<file path="src/rtl/scr_pkg.sv">
`timescale 1ns / 1ps
// ----------------------------------------------------------------------------
// Serial command receiver package
// Shared types, character codes, frame layout constants and helper functions.
// ----------------------------------------------------------------------------
package scr_pkg;

  // Default frame length in bytes, command byte included.
  localparam int FRAME_LEN_DEF = 11;

  // Width of the frame and handshake position counter.
  localparam int CNT_W = 4;

  // Frame layout: groups start at bytes 0, 3 and 6; two check bytes follow.
  localparam int GRP1_IDX   = 3;
  localparam int GRP2_IDX   = 6;
  localparam int PAR_LO_IDX = 9;
  localparam int PAR_HI_IDX = 10;

  // Store walk counter must also hold one past the last check byte.
  localparam int WALK_W = $clog2(PAR_HI_IDX + 2);

  // Character codes on the link.
  localparam logic [7:0] CH_S_UP = 8'h53;
  localparam logic [7:0] CH_R_LO = 8'h72;
  localparam logic [7:0] CH_T_LO = 8'h74;
  localparam logic [7:0] CH_N_UP = 8'h4E;
  localparam logic [7:0] CH_A_UP = 8'h41;
  localparam logic [7:0] CH_C_UP = 8'h43;
  localparam logic [7:0] CH_E_UP = 8'h45;
  localparam logic [7:0] CH_K_UP = 8'h4B;
  localparam logic [7:0] CH_D_UP = 8'h44;
  localparam logic [7:0] CH_L_UP = 8'h4C;

  // Watchdog enable codes.
  localparam logic [1:0] WD_NONE  = 2'd0;
  localparam logic [1:0] WD_START = 2'd1;
  localparam logic [1:0] WD_STOP  = 2'd2;

  // Operating mode codes.
  localparam logic MODE_IDLE  = 1'b0;
  localparam logic MODE_FAULT = 1'b1;

  // Index of the last letter of the connect reply.
  localparam logic [1:0] DALE_LAST = 2'd3;

  typedef enum logic [1:0] {
    PH_IDLE,
    PH_THROTTLE,
    PH_FRAME,
    PH_CONNECT
  } phase_t;

  typedef enum logic [1:0] {
    CTL_READY,
    CTL_WALK,
    CTL_CHECK
  } ctl_state_t;

  typedef enum logic [1:0] {
    TX_NONE,
    TX_ACK,
    TX_DALE
  } tx_kind_t;

  // Controller to datapath.
  typedef struct packed {
    logic step;        // a request is accepted this cycle
    logic walk_run;    // read the frame store for the parity check
    logic check_emit;  // load the parity check result into the output register
  } ctl_cmd_t;

  // Datapath to controller.
  typedef struct packed {
    logic frame_end;   // the offered byte closes a frame
    logic walk_done;   // last check byte has been read from the store
    logic out_free;    // output register can take a new result
  } ctl_sts_t;

  function automatic logic [3:0] popcount8(input logic [7:0] v);
    logic [3:0] n;
    n = '0;
    for (int i = 0; i < 8; i++) begin
      n = n + {3'b000, v[i]};
    end
    return n;
  endfunction

  function automatic logic [7:0] dale_letter(input logic [1:0] idx);
    logic [7:0] c;
    case (idx)
      2'd0:    c = CH_D_UP;
      2'd1:    c = CH_A_UP;
      2'd2:    c = CH_L_UP;
      default: c = CH_E_UP;
    endcase
    return c;
  endfunction

endpackage

</file>
<file path="src/rtl/scr_if.sv">
`timescale 1ns / 1ps
// ----------------------------------------------------------------------------
// Serial command receiver channels
// Valid/ready interfaces for link requests and for result items.
// ----------------------------------------------------------------------------
interface scr_in_if;
  logic       valid;
  logic       ready;
  logic       action;
  logic [7:0] rx_byte;

  modport source (output valid, output action, output rx_byte, input ready);
  modport sink   (input valid, input action, input rx_byte, output ready);
endinterface

interface scr_out_if;
  logic       valid;
  logic       ready;
  logic       tx_valid;
  logic [7:0] tx_byte;
  logic       last;
  logic       link_up;
  logic       startup_request;
  logic       shutdown_request;
  logic       throttle_valid;
  logic [7:0] throttle_value;
  logic       watchdog_reload;
  logic [1:0] watchdog_enable;
  logic       mode_valid;
  logic       mode_code;

  modport source (
    output valid, output tx_valid, output tx_byte, output last, output link_up,
    output startup_request, output shutdown_request, output throttle_valid,
    output throttle_value, output watchdog_reload, output watchdog_enable,
    output mode_valid, output mode_code, input ready
  );
  modport sink (
    input valid, input tx_valid, input tx_byte, input last, input link_up,
    input startup_request, input shutdown_request, input throttle_valid,
    input throttle_value, input watchdog_reload, input watchdog_enable,
    input mode_valid, input mode_code, output ready
  );
endinterface

</file>
<file path="src/rtl/scr_ram.sv">
`timescale 1ns / 1ps
// ----------------------------------------------------------------------------
// Generic RAM
// One write port and one read port with registered read data.
// ----------------------------------------------------------------------------
module scr_ram #(
  parameter int WIDTH = 8,
  parameter int DEPTH = 16,
  localparam int AW = (DEPTH > 1) ? $clog2(DEPTH) : 1
) (
  input  logic             clk,
  input  logic             wr_en,
  input  logic [AW-1:0]    wr_addr,
  input  logic [WIDTH-1:0] wr_data,
  input  logic [AW-1:0]    rd_addr,
  output logic [WIDTH-1:0] rd_data
);

  logic [WIDTH-1:0] mem_r [DEPTH];

  always_ff @(posedge clk) begin
    if (wr_en) begin
      mem_r[wr_addr] <= wr_data;
    end
    rd_data <= mem_r[rd_addr];
  end

endmodule

</file>
<file path="src/rtl/scr_ctrl.sv">
`timescale 1ns / 1ps
// ----------------------------------------------------------------------------
// Serial command receiver controller
// Sequences request acceptance, the frame store walk and the check result.
// ----------------------------------------------------------------------------
module scr_ctrl
  import scr_pkg::*;
(
  input  logic     clk,
  input  logic     rst_n,
  input  logic     in_valid,
  output logic     in_ready,
  input  ctl_sts_t sts,
  output ctl_cmd_t cmd
);

  ctl_state_t state_r;
  ctl_state_t state_nxt;

  always_ff @(posedge clk) begin
    if (!rst_n) begin
      state_r <= CTL_READY;
    end else begin
      state_r <= state_nxt;
    end
  end

  always_comb begin
    state_nxt = state_r;
    unique case (state_r)
      CTL_READY: begin
        if (in_valid && in_ready && sts.frame_end) begin
          state_nxt = CTL_WALK;
        end
      end
      CTL_WALK: begin
        if (sts.walk_done) begin
          state_nxt = CTL_CHECK;
        end
      end
      CTL_CHECK: begin
        state_nxt = CTL_READY;
      end
      default: begin
        state_nxt = CTL_READY;
      end
    endcase
  end

  always_comb begin
    in_ready       = 1'b0;
    cmd            = '0;
    unique case (state_r)
      CTL_READY: begin
        in_ready = sts.out_free;
        cmd.step = in_valid && sts.out_free;
      end
      CTL_WALK: begin
        cmd.walk_run = 1'b1;
      end
      CTL_CHECK: begin
        cmd.check_emit = 1'b1;
      end
      default: begin
        in_ready = 1'b0;
      end
    endcase
  end

  // Store reads only complete while the walk is in progress.
  a_walk_in_walk: assert property (@(posedge clk) disable iff (!rst_n)
    sts.walk_done |-> state_r == CTL_WALK)
    else $error("walk completion outside the walk state");

  // The check state is entered only right after the walk has finished.
  a_check_after_walk: assert property (@(posedge clk) disable iff (!rst_n)
    state_r == CTL_CHECK |-> $past(sts.walk_done))
    else $error("parity check without a finished walk");

  // The output register is empty when the check result is loaded.
  a_check_out_free: assert property (@(posedge clk) disable iff (!rst_n)
    cmd.check_emit |-> sts.out_free)
    else $error("check result would overwrite a pending result");

endmodule

</file>
<file path="src/rtl/scr_datapath.sv">
`timescale 1ns / 1ps
// ----------------------------------------------------------------------------
// Serial command receiver datapath
// Command decode, link state, frame store, parity walk and result register.
// ----------------------------------------------------------------------------
module scr_datapath
  import scr_pkg::*;
#(
  parameter int FRAME_LEN = FRAME_LEN_DEF
) (
  input  logic       clk,
  input  logic       rst_n,
  input  ctl_cmd_t   cmd,
  output ctl_sts_t   sts,
  input  logic       in_action,
  input  logic [7:0] in_rx_byte,
  output logic       out_valid,
  input  logic       out_ready,
  output logic       out_tx_valid,
  output logic [7:0] out_tx_byte,
  output logic       out_last,
  output logic       out_link_up,
  output logic       out_startup_request,
  output logic       out_shutdown_request,
  output logic       out_throttle_valid,
  output logic [7:0] out_throttle_value,
  output logic       out_watchdog_reload,
  output logic [1:0] out_watchdog_enable,
  output logic       out_mode_valid,
  output logic       out_mode_code
);

  localparam int AW = $clog2(FRAME_LEN);

  // Link state.
  phase_t           phase_r, phase_nxt;
  logic [CNT_W-1:0] count_r, count_nxt, count_inc;
  logic             link_r, link_nxt;

  // Frame store write side.
  logic             st_we;
  logic [AW-1:0]    st_waddr;
  logic [7:0]       st_rdata;

  // Step result before it reaches the output register.
  tx_kind_t         r_kind;
  logic             r_start, r_shut, r_thv, r_reload, r_modev, r_mode;
  logic [7:0]       r_thval;
  logic [1:0]       r_wden;
  logic             frame_end;

  // Parity walk.
  logic [WALK_W-1:0] walk_addr_r;
  logic [WALK_W-1:0] rd_idx_r;
  logic              rd_vld_r;
  logic [3:0]        g0_r, g1_r, g2_r;
  logic [7:0]        p9_r, p10_r;
  logic [3:0]        rd_ones;
  logic              parity_ok;

  // Result register.
  logic              o_valid_r;
  tx_kind_t          o_kind_r;
  logic [1:0]        o_idx_r;
  logic              o_link_r, o_start_r, o_shut_r, o_thv_r, o_reload_r;
  logic              o_modev_r, o_mode_r;
  logic [7:0]        o_thval_r;
  logic [1:0]        o_wden_r;
  logic              o_first;
  logic              load_step, load_check;

  // --------------------------------------------------------------------------
  // Request decode
  // --------------------------------------------------------------------------
  always_comb begin
    phase_nxt = phase_r;
    count_inc = count_r + CNT_W'(1);
    count_nxt = count_r;
    link_nxt  = link_r;
    st_we     = 1'b0;
    st_waddr  = '0;
    r_kind    = TX_NONE;
    r_start   = 1'b0;
    r_shut    = 1'b0;
    r_thv     = 1'b0;
    r_thval   = '0;
    r_reload  = 1'b0;
    r_wden    = WD_NONE;
    r_modev   = 1'b0;
    r_mode    = MODE_IDLE;
    frame_end = 1'b0;

    if (in_action) begin
      link_nxt = 1'b0;
      r_shut   = 1'b1;
      r_wden   = WD_STOP;
    end else begin
      unique case (phase_r)
        PH_IDLE: begin
          if (in_rx_byte == CH_S_UP && link_r) begin
            r_kind = TX_ACK;
          end else if (in_rx_byte == CH_R_LO && link_r) begin
            r_start = 1'b1;
            r_kind  = TX_ACK;
          end else if (in_rx_byte == CH_T_LO && link_r) begin
            phase_nxt = PH_THROTTLE;
          end else if (in_rx_byte == CH_N_UP && link_r) begin
            phase_nxt = PH_FRAME;
            st_we     = 1'b1;
            st_waddr  = '0;
            count_nxt = CNT_W'(1);
            r_reload  = 1'b1;
          end else if (in_rx_byte == CH_A_UP) begin
            phase_nxt = PH_CONNECT;
          end
        end
        PH_THROTTLE: begin
          r_thv     = 1'b1;
          r_thval   = in_rx_byte;
          r_kind    = TX_ACK;
          phase_nxt = PH_IDLE;
        end
        PH_FRAME: begin
          if (count_r < CNT_W'(FRAME_LEN)) begin
            st_we    = 1'b1;
            st_waddr = AW'(count_r);
          end
          count_nxt = count_inc;
          if (count_inc == CNT_W'(FRAME_LEN)) begin
            count_nxt = '0;
            phase_nxt = PH_IDLE;
            frame_end = 1'b1;
          end
        end
        PH_CONNECT: begin
          count_nxt = count_inc;
          if (count_inc == CNT_W'(1) || count_inc == CNT_W'(2)) begin
            if (in_rx_byte != ((count_inc == CNT_W'(1)) ? CH_C_UP : CH_E_UP)) begin
              phase_nxt = PH_IDLE;
              link_nxt  = 1'b0;
              count_nxt = '0;
            end
          end else if (count_inc == CNT_W'(3)) begin
            if (in_rx_byte == CH_S_UP) begin
              link_nxt = 1'b1;
              r_modev  = 1'b1;
              r_mode   = MODE_IDLE;
              r_wden   = WD_START;
              r_kind   = TX_DALE;
            end else begin
              link_nxt = 1'b0;
            end
            phase_nxt = PH_IDLE;
            count_nxt = '0;
          end
        end
        default: begin
          phase_nxt = PH_IDLE;
        end
      endcase
    end
  end

  always_ff @(posedge clk) begin
    if (!rst_n) begin
      phase_r <= PH_IDLE;
      count_r <= '0;
      link_r  <= 1'b0;
    end else if (cmd.step) begin
      phase_r <= phase_nxt;
      count_r <= count_nxt;
      link_r  <= link_nxt;
    end
  end

  // --------------------------------------------------------------------------
  // Frame store and parity walk
  // --------------------------------------------------------------------------
  scr_ram #(
    .WIDTH (8),
    .DEPTH (FRAME_LEN)
  ) u_store (
    .clk     (clk),
    .wr_en   (cmd.step && st_we),
    .wr_addr (st_waddr),
    .wr_data (in_rx_byte),
    .rd_addr (AW'(walk_addr_r)),
    .rd_data (st_rdata)
  );

  assign rd_ones = popcount8(st_rdata);

  always_ff @(posedge clk) begin
    if (!rst_n) begin
      rd_vld_r    <= 1'b0;
      walk_addr_r <= '0;
    end else if (cmd.step && frame_end) begin
      rd_vld_r    <= 1'b0;
      walk_addr_r <= '0;
    end else if (cmd.walk_run && walk_addr_r <= WALK_W'(PAR_HI_IDX)) begin
      rd_vld_r    <= 1'b1;
      walk_addr_r <= walk_addr_r + WALK_W'(1);
    end else begin
      rd_vld_r    <= 1'b0;
    end
  end

  always_ff @(posedge clk) begin
    if (cmd.step && frame_end) begin
      g0_r <= '0;
      g1_r <= '0;
      g2_r <= '0;
    end else if (rd_vld_r) begin
      if (rd_idx_r < WALK_W'(GRP1_IDX)) begin
        g0_r <= g0_r + rd_ones;
      end else if (rd_idx_r < WALK_W'(GRP2_IDX)) begin
        g1_r <= g1_r + rd_ones;
      end else if (rd_idx_r < WALK_W'(PAR_LO_IDX)) begin
        g2_r <= g2_r + rd_ones;
      end else if (rd_idx_r == WALK_W'(PAR_LO_IDX)) begin
        p9_r <= st_rdata;
      end else begin
        p10_r <= st_rdata;
      end
    end
    rd_idx_r <= walk_addr_r;
  end

  assign parity_ok = ({g1_r, g0_r} == p9_r) && ({g2_r, g1_r} == p10_r);

  // --------------------------------------------------------------------------
  // Result register
  // --------------------------------------------------------------------------
  assign load_step  = cmd.step && !frame_end;
  assign load_check = cmd.check_emit;

  always_ff @(posedge clk) begin
    if (!rst_n) begin
      o_valid_r <= 1'b0;
    end else if (load_step || load_check) begin
      o_valid_r <= 1'b1;
    end else if (o_valid_r && out_ready && out_last) begin
      o_valid_r <= 1'b0;
    end
  end

  always_ff @(posedge clk) begin
    if (load_step) begin
      o_kind_r   <= r_kind;
      o_idx_r    <= '0;
      o_link_r   <= link_nxt;
      o_start_r  <= r_start;
      o_shut_r   <= r_shut;
      o_thv_r    <= r_thv;
      o_thval_r  <= r_thval;
      o_reload_r <= r_reload;
      o_wden_r   <= r_wden;
      o_modev_r  <= r_modev;
      o_mode_r   <= r_mode;
    end else if (load_check) begin
      o_kind_r   <= TX_NONE;
      o_idx_r    <= '0;
      o_link_r   <= link_r;
      o_start_r  <= 1'b0;
      o_shut_r   <= 1'b0;
      o_thv_r    <= 1'b0;
      o_thval_r  <= '0;
      o_reload_r <= 1'b0;
      o_wden_r   <= WD_NONE;
      o_modev_r  <= !parity_ok;
      o_mode_r   <= parity_ok ? MODE_IDLE : MODE_FAULT;
    end else if (o_valid_r && out_ready && !out_last) begin
      o_idx_r    <= o_idx_r + 2'd1;
    end
  end

  // Pulses and one-shot fields travel on the first item of a request only.
  assign o_first = (o_idx_r == '0);

  always_comb begin
    case (o_kind_r)
      TX_ACK:  out_tx_byte = CH_K_UP;
      TX_DALE: out_tx_byte = dale_letter(o_idx_r);
      default: out_tx_byte = '0;
    endcase
  end

  assign out_valid            = o_valid_r;
  assign out_tx_valid         = (o_kind_r == TX_ACK) || (o_kind_r == TX_DALE);
  assign out_last             = (o_kind_r != TX_DALE) || (o_idx_r == DALE_LAST);
  assign out_link_up          = o_link_r;
  assign out_startup_request  = o_first && o_start_r;
  assign out_shutdown_request = o_first && o_shut_r;
  assign out_throttle_valid   = o_first && o_thv_r;
  assign out_throttle_value   = o_first ? o_thval_r : 8'h00;
  assign out_watchdog_reload  = o_first && o_reload_r;
  assign out_watchdog_enable  = o_first ? o_wden_r : WD_NONE;
  assign out_mode_valid       = o_first && o_modev_r;
  assign out_mode_code        = o_first && o_mode_r;

  assign sts.frame_end = frame_end;
  assign sts.walk_done = rd_vld_r && (rd_idx_r == WALK_W'(PAR_HI_IDX));
  assign sts.out_free  = !o_valid_r || (out_ready && out_last);

  // A new result never lands on one that has not been fully delivered.
  a_no_overwrite: assert property (@(posedge clk) disable iff (!rst_n)
    (load_step || load_check) |-> (!o_valid_r || (out_ready && out_last)))
    else $error("result register overwritten while pending");

  // The connect reply is only sent with the link up.
  a_dale_link: assert property (@(posedge clk) disable iff (!rst_n)
    (o_valid_r && o_kind_r == TX_DALE) |-> o_link_r)
    else $error("connect reply with link down");

  // Only the connect reply spans more than one item.
  a_multi_dale: assert property (@(posedge clk) disable iff (!rst_n)
    (o_valid_r && o_idx_r != '0) |-> o_kind_r == TX_DALE)
    else $error("multi-item result that is not the connect reply");

  // The walk never reads past the second check byte.
  a_walk_range: assert property (@(posedge clk) disable iff (!rst_n)
    rd_vld_r |-> rd_idx_r <= WALK_W'(PAR_HI_IDX))
    else $error("frame store walk out of range");

endmodule

</file>
<file path="src/rtl/serial_command_receiver.sv">
`timescale 1ns / 1ps
// ----------------------------------------------------------------------------
// Serial command receiver
// Decodes link command bytes and watchdog timeouts into responses and pulses.
// ----------------------------------------------------------------------------
// Each request on the input channel is either a received link byte or a
// watchdog timeout tick. It produces one result item, or four for the DALE
// reply that completes the connect handshake. Most requests are decoded in
// the cycle they are accepted, and their result sits in the output register
// from the next cycle. A new request is accepted in the same cycle that the
// last result item of the previous request is taken. With a sink that is
// always ready, a request that gives one item therefore never holds up the
// next request, and the DALE reply holds it until its four items are taken.
// The byte that closes a frame instead starts a walk of the frame store
// through its single registered read port. The walk reads each byte of the
// frame in turn and then collects the last byte from the port, and a compare
// state follows, in which the check result is loaded. The next request is
// taken after that at the earliest, which is the longest any request
// occupies the block. The frame store has no reset; the parity check only
// ever reads bytes written in the same frame.
// ----------------------------------------------------------------------------
module serial_command_receiver
  import scr_pkg::*;
#(
  parameter int FRAME_LEN = FRAME_LEN_DEF
) (
  input  logic clk,
  input  logic rst_n,
  scr_in_if.sink    in_ch,
  scr_out_if.source out_ch
);

  ctl_cmd_t cmd;
  ctl_sts_t sts;

  // The controller owns acceptance and sequencing of the parity walk.
  scr_ctrl u_ctrl (
    .clk      (clk),
    .rst_n    (rst_n),
    .in_valid (in_ch.valid),
    .in_ready (in_ch.ready),
    .sts      (sts),
    .cmd      (cmd)
  );

  // The datapath holds the link state, the frame store and the result register.
  scr_datapath #(
    .FRAME_LEN (FRAME_LEN)
  ) u_dp (
    .clk                  (clk),
    .rst_n                (rst_n),
    .cmd                  (cmd),
    .sts                  (sts),
    .in_action            (in_ch.action),
    .in_rx_byte           (in_ch.rx_byte),
    .out_valid            (out_ch.valid),
    .out_ready            (out_ch.ready),
    .out_tx_valid         (out_ch.tx_valid),
    .out_tx_byte          (out_ch.tx_byte),
    .out_last             (out_ch.last),
    .out_link_up          (out_ch.link_up),
    .out_startup_request  (out_ch.startup_request),
    .out_shutdown_request (out_ch.shutdown_request),
    .out_throttle_valid   (out_ch.throttle_valid),
    .out_throttle_value   (out_ch.throttle_value),
    .out_watchdog_reload  (out_ch.watchdog_reload),
    .out_watchdog_enable  (out_ch.watchdog_enable),
    .out_mode_valid       (out_ch.mode_valid),
    .out_mode_code        (out_ch.mode_code)
  );

endmodule
</file>
<file path="src/flat_wrapper.sv">
// flat-port wrapper written by rule: the top's interface ports become plain ports
module serial_command_receiver_flat import scr_pkg::*;
#(
  parameter int FRAME_LEN = FRAME_LEN_DEF
)
  (clk, rst_n, in_ch_valid, in_ch_action, in_ch_rx_byte, in_ch_ready, out_ch_valid, out_ch_tx_valid, out_ch_tx_byte, out_ch_last, out_ch_link_up, out_ch_startup_request, out_ch_shutdown_request, out_ch_throttle_valid, out_ch_throttle_value, out_ch_watchdog_reload, out_ch_watchdog_enable, out_ch_mode_valid, out_ch_mode_code, out_ch_ready);
  scr_in_if in_ch_i ();
  scr_out_if out_ch_i ();
  input  logic clk;
  input  logic rst_n;
  input wire logic [$bits(in_ch_i.valid)-1:0] in_ch_valid;
  input wire logic [$bits(in_ch_i.action)-1:0] in_ch_action;
  input wire logic [$bits(in_ch_i.rx_byte)-1:0] in_ch_rx_byte;
  output wire logic [$bits(in_ch_i.ready)-1:0] in_ch_ready;
  output wire logic [$bits(out_ch_i.valid)-1:0] out_ch_valid;
  output wire logic [$bits(out_ch_i.tx_valid)-1:0] out_ch_tx_valid;
  output wire logic [$bits(out_ch_i.tx_byte)-1:0] out_ch_tx_byte;
  output wire logic [$bits(out_ch_i.last)-1:0] out_ch_last;
  output wire logic [$bits(out_ch_i.link_up)-1:0] out_ch_link_up;
  output wire logic [$bits(out_ch_i.startup_request)-1:0] out_ch_startup_request;
  output wire logic [$bits(out_ch_i.shutdown_request)-1:0] out_ch_shutdown_request;
  output wire logic [$bits(out_ch_i.throttle_valid)-1:0] out_ch_throttle_valid;
  output wire logic [$bits(out_ch_i.throttle_value)-1:0] out_ch_throttle_value;
  output wire logic [$bits(out_ch_i.watchdog_reload)-1:0] out_ch_watchdog_reload;
  output wire logic [$bits(out_ch_i.watchdog_enable)-1:0] out_ch_watchdog_enable;
  output wire logic [$bits(out_ch_i.mode_valid)-1:0] out_ch_mode_valid;
  output wire logic [$bits(out_ch_i.mode_code)-1:0] out_ch_mode_code;
  input wire logic [$bits(out_ch_i.ready)-1:0] out_ch_ready;
  assign in_ch_i.valid = in_ch_valid;
  assign in_ch_i.action = in_ch_action;
  assign in_ch_i.rx_byte = in_ch_rx_byte;
  assign in_ch_ready = in_ch_i.ready;
  assign out_ch_valid = out_ch_i.valid;
  assign out_ch_tx_valid = out_ch_i.tx_valid;
  assign out_ch_tx_byte = out_ch_i.tx_byte;
  assign out_ch_last = out_ch_i.last;
  assign out_ch_link_up = out_ch_i.link_up;
  assign out_ch_startup_request = out_ch_i.startup_request;
  assign out_ch_shutdown_request = out_ch_i.shutdown_request;
  assign out_ch_throttle_valid = out_ch_i.throttle_valid;
  assign out_ch_throttle_value = out_ch_i.throttle_value;
  assign out_ch_watchdog_reload = out_ch_i.watchdog_reload;
  assign out_ch_watchdog_enable = out_ch_i.watchdog_enable;
  assign out_ch_mode_valid = out_ch_i.mode_valid;
  assign out_ch_mode_code = out_ch_i.mode_code;
  assign out_ch_i.ready = out_ch_ready;
  serial_command_receiver #(.FRAME_LEN(FRAME_LEN)) u_core (.clk(clk), .rst_n(rst_n), .in_ch(in_ch_i), .out_ch(out_ch_i));
endmodule
</file>
<file path="config.mk">
export PLATFORM = sky130hd
export DESIGN_NAME = serial_command_receiver_flat
export DESIGN_NICKNAME = d
export VERILOG_FILES = /design/src/rtl/scr_pkg.sv /design/src/rtl/scr_if.sv /design/src/rtl/scr_ram.sv /design/src/rtl/scr_ctrl.sv /design/src/rtl/scr_datapath.sv /design/src/rtl/serial_command_receiver.sv /design/src/flat_wrapper.sv
export SDC_FILE = /design/constraint.sdc
export NUM_CORES = 1
export LEC_CHECK = 0
export ABC_CLOCK_PERIOD_IN_PS = 5390
export BUFFER_PORTS_ARGS = -buffer_cell sky130_fd_sc_hd__buf_2
export CAP_MARGIN = 0
export CORE_UTILIZATION = 39
export DETAILED_ROUTE_END_ITERATION = 7
export PLACE_DENSITY = 0.6
export SLEW_MARGIN = 40
export SYNTH_ARGS = -nofsm -noshare
export SYNTH_HDL_FRONTEND = slang
export SYNTH_SLANG_ARGS = --single-unit
</file>
<file path="constraint.sdc">
create_clock -name clk -period 5.39 [get_ports clk]
set_clock_uncertainty 0.15 [all_clocks]
set_input_delay 0.539 -clock clk [delete_from_list [all_inputs] [get_ports clk]]
set_output_delay 0.539 -clock clk [all_outputs]
set_load 0.005 [all_outputs]
</file>
; ---- Word level (Yosys, flattened, before mapping)
; Memory sizes are Yosys's and may differ from the RTL's. A register that Yosys moved wholly into a read port is not among the register bits.
; Index checks and enable logic that the tools add are counted.
[word_totals]
register_bits = 68
ram_bits = 88
in_bits = 13
wordCells = 230
memories = 1
[op_classes]
add_sub_neg = 13
magnitude_cmp = 5
eq_ne = 35
n_mux = 97
bitwise = 7
n_reduce_logical = 48
[mem_list]
columns = memory, depth, word_bits, rd, rd_ports_with_merged_regs, wr, line
row1 = u_core.u_dp.u_store.mem_r, 11, 8, 1, 1, 1, scr_ram.sv:19  ; logic [WIDTH-1:0] mem_r [DEPTH];
[op_table]
columns = cell, n
row1 = 1-bit two-way mux, 53
row2 = 4-bit two-way mux, 11
row3 = 8-bit by 7-bit == test with 1-bit output (second input constant), 5
row4 = 2-bit two-way mux, 20
row5 = 8-bit two-way mux, 5
row6 = 4-bit case mux with 3 select lines, 2
row7 = 1-bit logical AND, 23
row8 = 4-bit by 1-bit adder with 4-bit output, 4
row9 = 8-bit == test, 2
row10 = 2-bit != test (second input constant), 7
row11 = 7-bit case mux with 2 select lines, 1
row12 = 4-bit adder, 3
row13 = 2-bit == test (second input constant), 6
row14 = 4-bit == test (second input constant), 3
row15 = 6-bit AND reduction, 2
row16 = 4-bit by 1-bit adder with 4-bit output (second input constant), 2
row17 = 2-bit by 1-bit == test with 1-bit output (second input constant), 4
row18 = 4-bit by 2-bit == test with 1-bit output (second input constant), 2
row19 = 4-bit < comparator (second input constant), 2
row20 = 8-bit by 7-bit != test with 1-bit output, 1
row21 = 2-bit case mux with 4 select lines, 1
row22 = 8-bit AND reduction, 1
row23 = 1-bit inverter, 7
row24 = 7-bit AND reduction, 1
row25 = other kinds (24), 37

; ---- Longest topological paths before layout
[logic_depth]
word_depth = 11
depth_mapped = 14
ltp_nobuf = 14

; ---- Hierarchy
; Synthesis repeated with hierarchy kept, for this count alone.
[hier_totals]
hier_cells = 582
hier_area_um2 = 7521.0
[modules_own_cells]
columns = mod, n_inst, cells_per_inst, area_per_inst_um2, seq_area_each_um2
row1 = scr_ram, 1, 208, 3727.3, 2802.7
row2 = scr_datapath, 1, 365, 3697.3, 1601.5
row3 = scr_ctrl, 1, 9, 96.3, 40.0

; ---- Worst setup path after synthesis
; No wires, ideal clock.
[synth_path]
path_kind = register -> register
startpoint = register u_core.u_dp.u_store.rd_data[0], read port of u_core.u_dp.u_store.mem_r
endpoint = register u_core.u_dp.g0_r[3]
arrival_time_ns = 3.764
setup_slack_ns = 1.406
stages_incl_launch_ff = 14
n_path_buf = 0
period_less_slack_ns = 3.984
cell_sequence = dfxtp_1 inv_1 fa_1 fa_1 fa_1 inv_1 ha_1 fa_1 ha_1 a21o_1 a21oi_1 xnor2_1 or3_1 a21oi_1
[synth_via]
elab_chain_cells = 8
[synth_lines]
columns = element, line
row1 = start: declaration, scr_ram.sv:16  ; output logic [WIDTH-1:0] rd_data
row2 = 1-bit by 1-bit adder with 2-bit output, scr_pkg.sv:84  ; n = n + {3'b000, v[i]};
row3 = 2-bit by 1-bit adder with 3-bit output, scr_pkg.sv:84
row4 = 3-bit by 1-bit adder with 4-bit output, scr_pkg.sv:84
row5 = 4-bit by 1-bit adder with 4-bit output (4 in a row), scr_pkg.sv:84
row6 = 4-bit adder, scr_datapath.sv:215  ; g0_r <= g0_r + rd_ones;
row7 = end signal: assignment, scr_datapath.sv:215
row8 = end: declaration, scr_datapath.sv:56  ; logic [3:0] g0_r, g1_r, g2_r;
; No other way between the ends.
; A chain may end at the register's enable or synchronous reset.

; ---- Worst setup path after layout
[layout_path]
startpoint = register u_core.u_dp.u_store.rd_data[0], read port of u_core.u_dp.u_store.mem_r
endpoint = register u_core.u_dp.g2_r[3]
[layout_via]
elab_chain_cells = 8
[layout_lines]
columns = element, line
row1 = 1-bit by 1-bit adder with 2-bit output, scr_pkg.sv:84
row2 = 2-bit by 1-bit adder with 3-bit output, scr_pkg.sv:84
row3 = 3-bit by 1-bit adder with 4-bit output, scr_pkg.sv:84
row4 = 4-bit by 1-bit adder with 4-bit output (4 in a row), scr_pkg.sv:84
row5 = 4-bit adder, scr_datapath.sv:219  ; g2_r <= g2_r + rd_ones;
row6 = end signal: assignment, scr_datapath.sv:219
row7 = end: declaration, scr_datapath.sv:56
; No other way between the ends.

==> flow_summary.ini <==
[yosys]
synth_edf_count = 120
avgSynthCellArea_um2 = 13.7
synth_cell_types = 64
yosys_register_bits = 162
synth_top_area_share_pct = 48.6
ys.flop_type = edfxtp_1
synthCells = 542
ys_seq_area_share_pct = 60.0
yosys.area.top_type = edfxtp_1
async_flop_share_pct = 0
yosysWarnings = 0
syn-cell-area_mm2 = 0.00741
synth.area.top_cells = edfxtp_1, dfxtp_1, mux4_2

[critical_path]
critPathArrivalTime_ns = 4.43
worstPathMaxFanout = 6
critPathKind = flop to flop
crit_path_start_kind = flop
critical_path.endpoint_type = flop
crit_required_ns = 5.59

[clock_tree]
cts_setup_buffers = 0
cts_resized = 0
cts_hold_buf = 0
clk_pin_slew_ns = 0.06
cts.htree.levels = 4
clkLatencyLatePin_ns = 0.42
cts_buffers = 17
cts_sinks = 162
cts_tree = built
cts-root-buf = clkbuf_16
clock_path_buffers = 2

[routing]
post-route-drc-count = 0
wl_per_cell_um = 18.0
ant_nets = 0
drt_first_pass_iters = 4
dr.first_iter.drc_count = 261
vias = 4408
routed_wl_um = 15000
vias_per_cell = 5.30

[grt]
grt_pass1_wl_um = 24400
grt_max_degree = 29
grt_pass1_vias = 4463
grtUsageTotal_pct = 16.7
antenna_found_initial = 0
gr-total-overflow = 0

[sta]
finalHoldViolCount = 0
max_clock_freq_ghz = 0.236
final.setup.tns_ns = 0
hold_slack_ns = 0.300
drv_slew = 0
finalSetupViolCount = 0
rsz0062_at_grt = no
tightest_slew_ns = 0.797
post-route-period-util_pct = 78.5
finalCriticalPeriod_ns = 4.23
slew_headroom_pct = 46.6

[die]
ioPinCount = 42
die_w_um = 140
die-area_mm2 = 0.0196
coreArea_mm2 = 0.0186
die_y_um = 140
start_util_pct = 39.8
row_count = 50

[cells_and_area]
drive_above_1_share_pct = 20.1
area_delta_synth_final_pct = 13.8
fin_cells = 832
fill_cells = 1640
multi_input_area_mm2 = 0.00277
layout.nets = 631
register_area_mm2 = 0.00445
n_antenna_cell = 0

[placed_design]
dp_hpwl_um = 10400
port_buffers = 38
dp.cells = 801
gp_congestion = 0.829

[hold_path]
hp-class = flop to flop

[power_and_ir_drop]
leakagePower_nw = 3.01
powerDensity_mw_per_mm2 = 309
ir_worst_vdd_mv = 0.216

[flow_run]
maxCapViolCount = 0

[status]
outcome = finished clean
metal layers:
layer,wire (µm),share of wire (%),track usage [%]
met1,6850,46,21.9
met2,7360,49,27.1
met3,616,4.1,4.40
met4,184,1.2,5.44
met5,0,0,0
stage by stage:
stage	power [mW]	utilization, %	worst slack, ns	area (µm²)
after global routing	2.69	45.3	0.922	8440
final	2.60	45.3	1.16	8440
after global placement	1.44	42.1	1.28	7840
after CTS	2.63	45.2	1.12	8430
after floorplan	1.41	-	1.41	7420
after detailed placement	1.44	42.1	1.12	7850
logic make-up after synthesis:
logic type | Yosys count | share of synthesized area (%)
other cells | 1 | 0.0506
simple gates | 174 | 12.8
compound gates | 62 | 5.66
mux | 43 | 10.1
flops | 162 | 60.0
fa+ha+maj | 32 | 6.11
xor+xnor | 20 | 2.36
buf+inv | 48 | 2.94
cell usage in the layout (no fill, tap or decap), types with 5 or more instances in the layout:
master     count
buf_4          8
nand2b_1       6
inv_1         24
nand2_1       16
a21oi_1       18
ha_1          25
nor2b_1       11
dfxtp_1       41
buf_2         38
mux2_2         8
xor2_1         5
fa_1           7
nor2_1        42
mux2i_1       10
xnor2_1       15
mux4_2        24
and2_1        28
inv_6          5
nor3_1        15
o21ai_0       10
nand4_1        5
clkbuf_16     17
a21o_1         6
nand3_1       10
edfxtp_1     120
and3_1         7
or3_1          5
flip-flops by register name, summed over array words and instances (netlist names), 2 cells and up:
signal	flops
u_core.u_ctrl.state_r	2
u_core.u_dp.count_r	4
u_core.u_dp.g0_r	4
u_core.u_dp.g1_r	4
u_core.u_dp.g2_r	4
u_core.u_dp.o_idx_r	2
u_core.u_dp.o_kind_r	2
u_core.u_dp.o_thval_r	8
u_core.u_dp.p10_r	8
u_core.u_dp.p9_r	8
u_core.u_dp.phase_r	2
u_core.u_dp.rd_idx_r	4
u_core.u_dp.u_store.mem_r	88
u_core.u_dp.u_store.rd_data	8
u_core.u_dp.walk_addr_r	4
layout make-up:
type	instances	share of cell area, %
inverters	25	1.11
multi-input cells	334	32.9
flip-flops and latches	162	52.7
repair buffers	46	2.97
clock buffers	19	5.13
well taps	234	3.47
clock inverters	12	1.75
power by group:
part | switching [mW] | total, mW | internal [mW]
logic | 0.0458 | 0.0698 | 0.0239
clock network | 0.495 | 1.19 | 0.693
registers | 0.00340 | 1.35 | 1.34
synthesized netlist by cell type, types with 11 or more instances:
library cell / n
mux4_2: 24
nand2_1: 16
nor2b_1: 11
nor2_1: 45
clkbuf_1: 12
dfxtp_1: 42
and2_1: 28
nor3_1: 17
edfxtp_1: 120
inv_1: 24
xnor2_1: 15
ha_1: 25
a21oi_1: 18
worst max-delay path: stages (launching register included):
cell and delay, ns:
dfxtp_1 0.36, inv_1 0.07, fa_1 0.56, fa_1 0.43, fa_1 0.48, inv_1 0.04
ha_1 0.20, fa_1 0.69, ha_1 0.30, a21o_1 0.16, a21oi_1 0.18, xnor2_1 0.11
or3_1 0.31, a21oi_1 0.14
worst paths after layout:
| check | slack, ns | cells after the start | end | start |
|---|---|---|---|---|
| max | 1.16 | 13 | u_core.u_dp.g2_r[3]$_SDFFE_PP0P_ | u_core.u_dp.u_store.rd_data[0]$_DFF_P_ |
| min | 0.30 | 0 | u_core.u_dp.p9_r[3]$_DFFE_PP_ | u_core.u_dp.u_store.rd_data[3]$_DFF_P_ |
| max reg2reg | 1.16 | 13 | u_core.u_dp.g2_r[3]$_SDFFE_PP0P_ | u_core.u_dp.u_store.rd_data[0]$_DFF_P_ |
| min reg2reg | 0.30 | 0 | u_core.u_dp.p9_r[3]$_DFFE_PP_ | u_core.u_dp.u_store.rd_data[3]$_DFF_P_ |
Note: power is estimated with default switching activity, not from simulation.
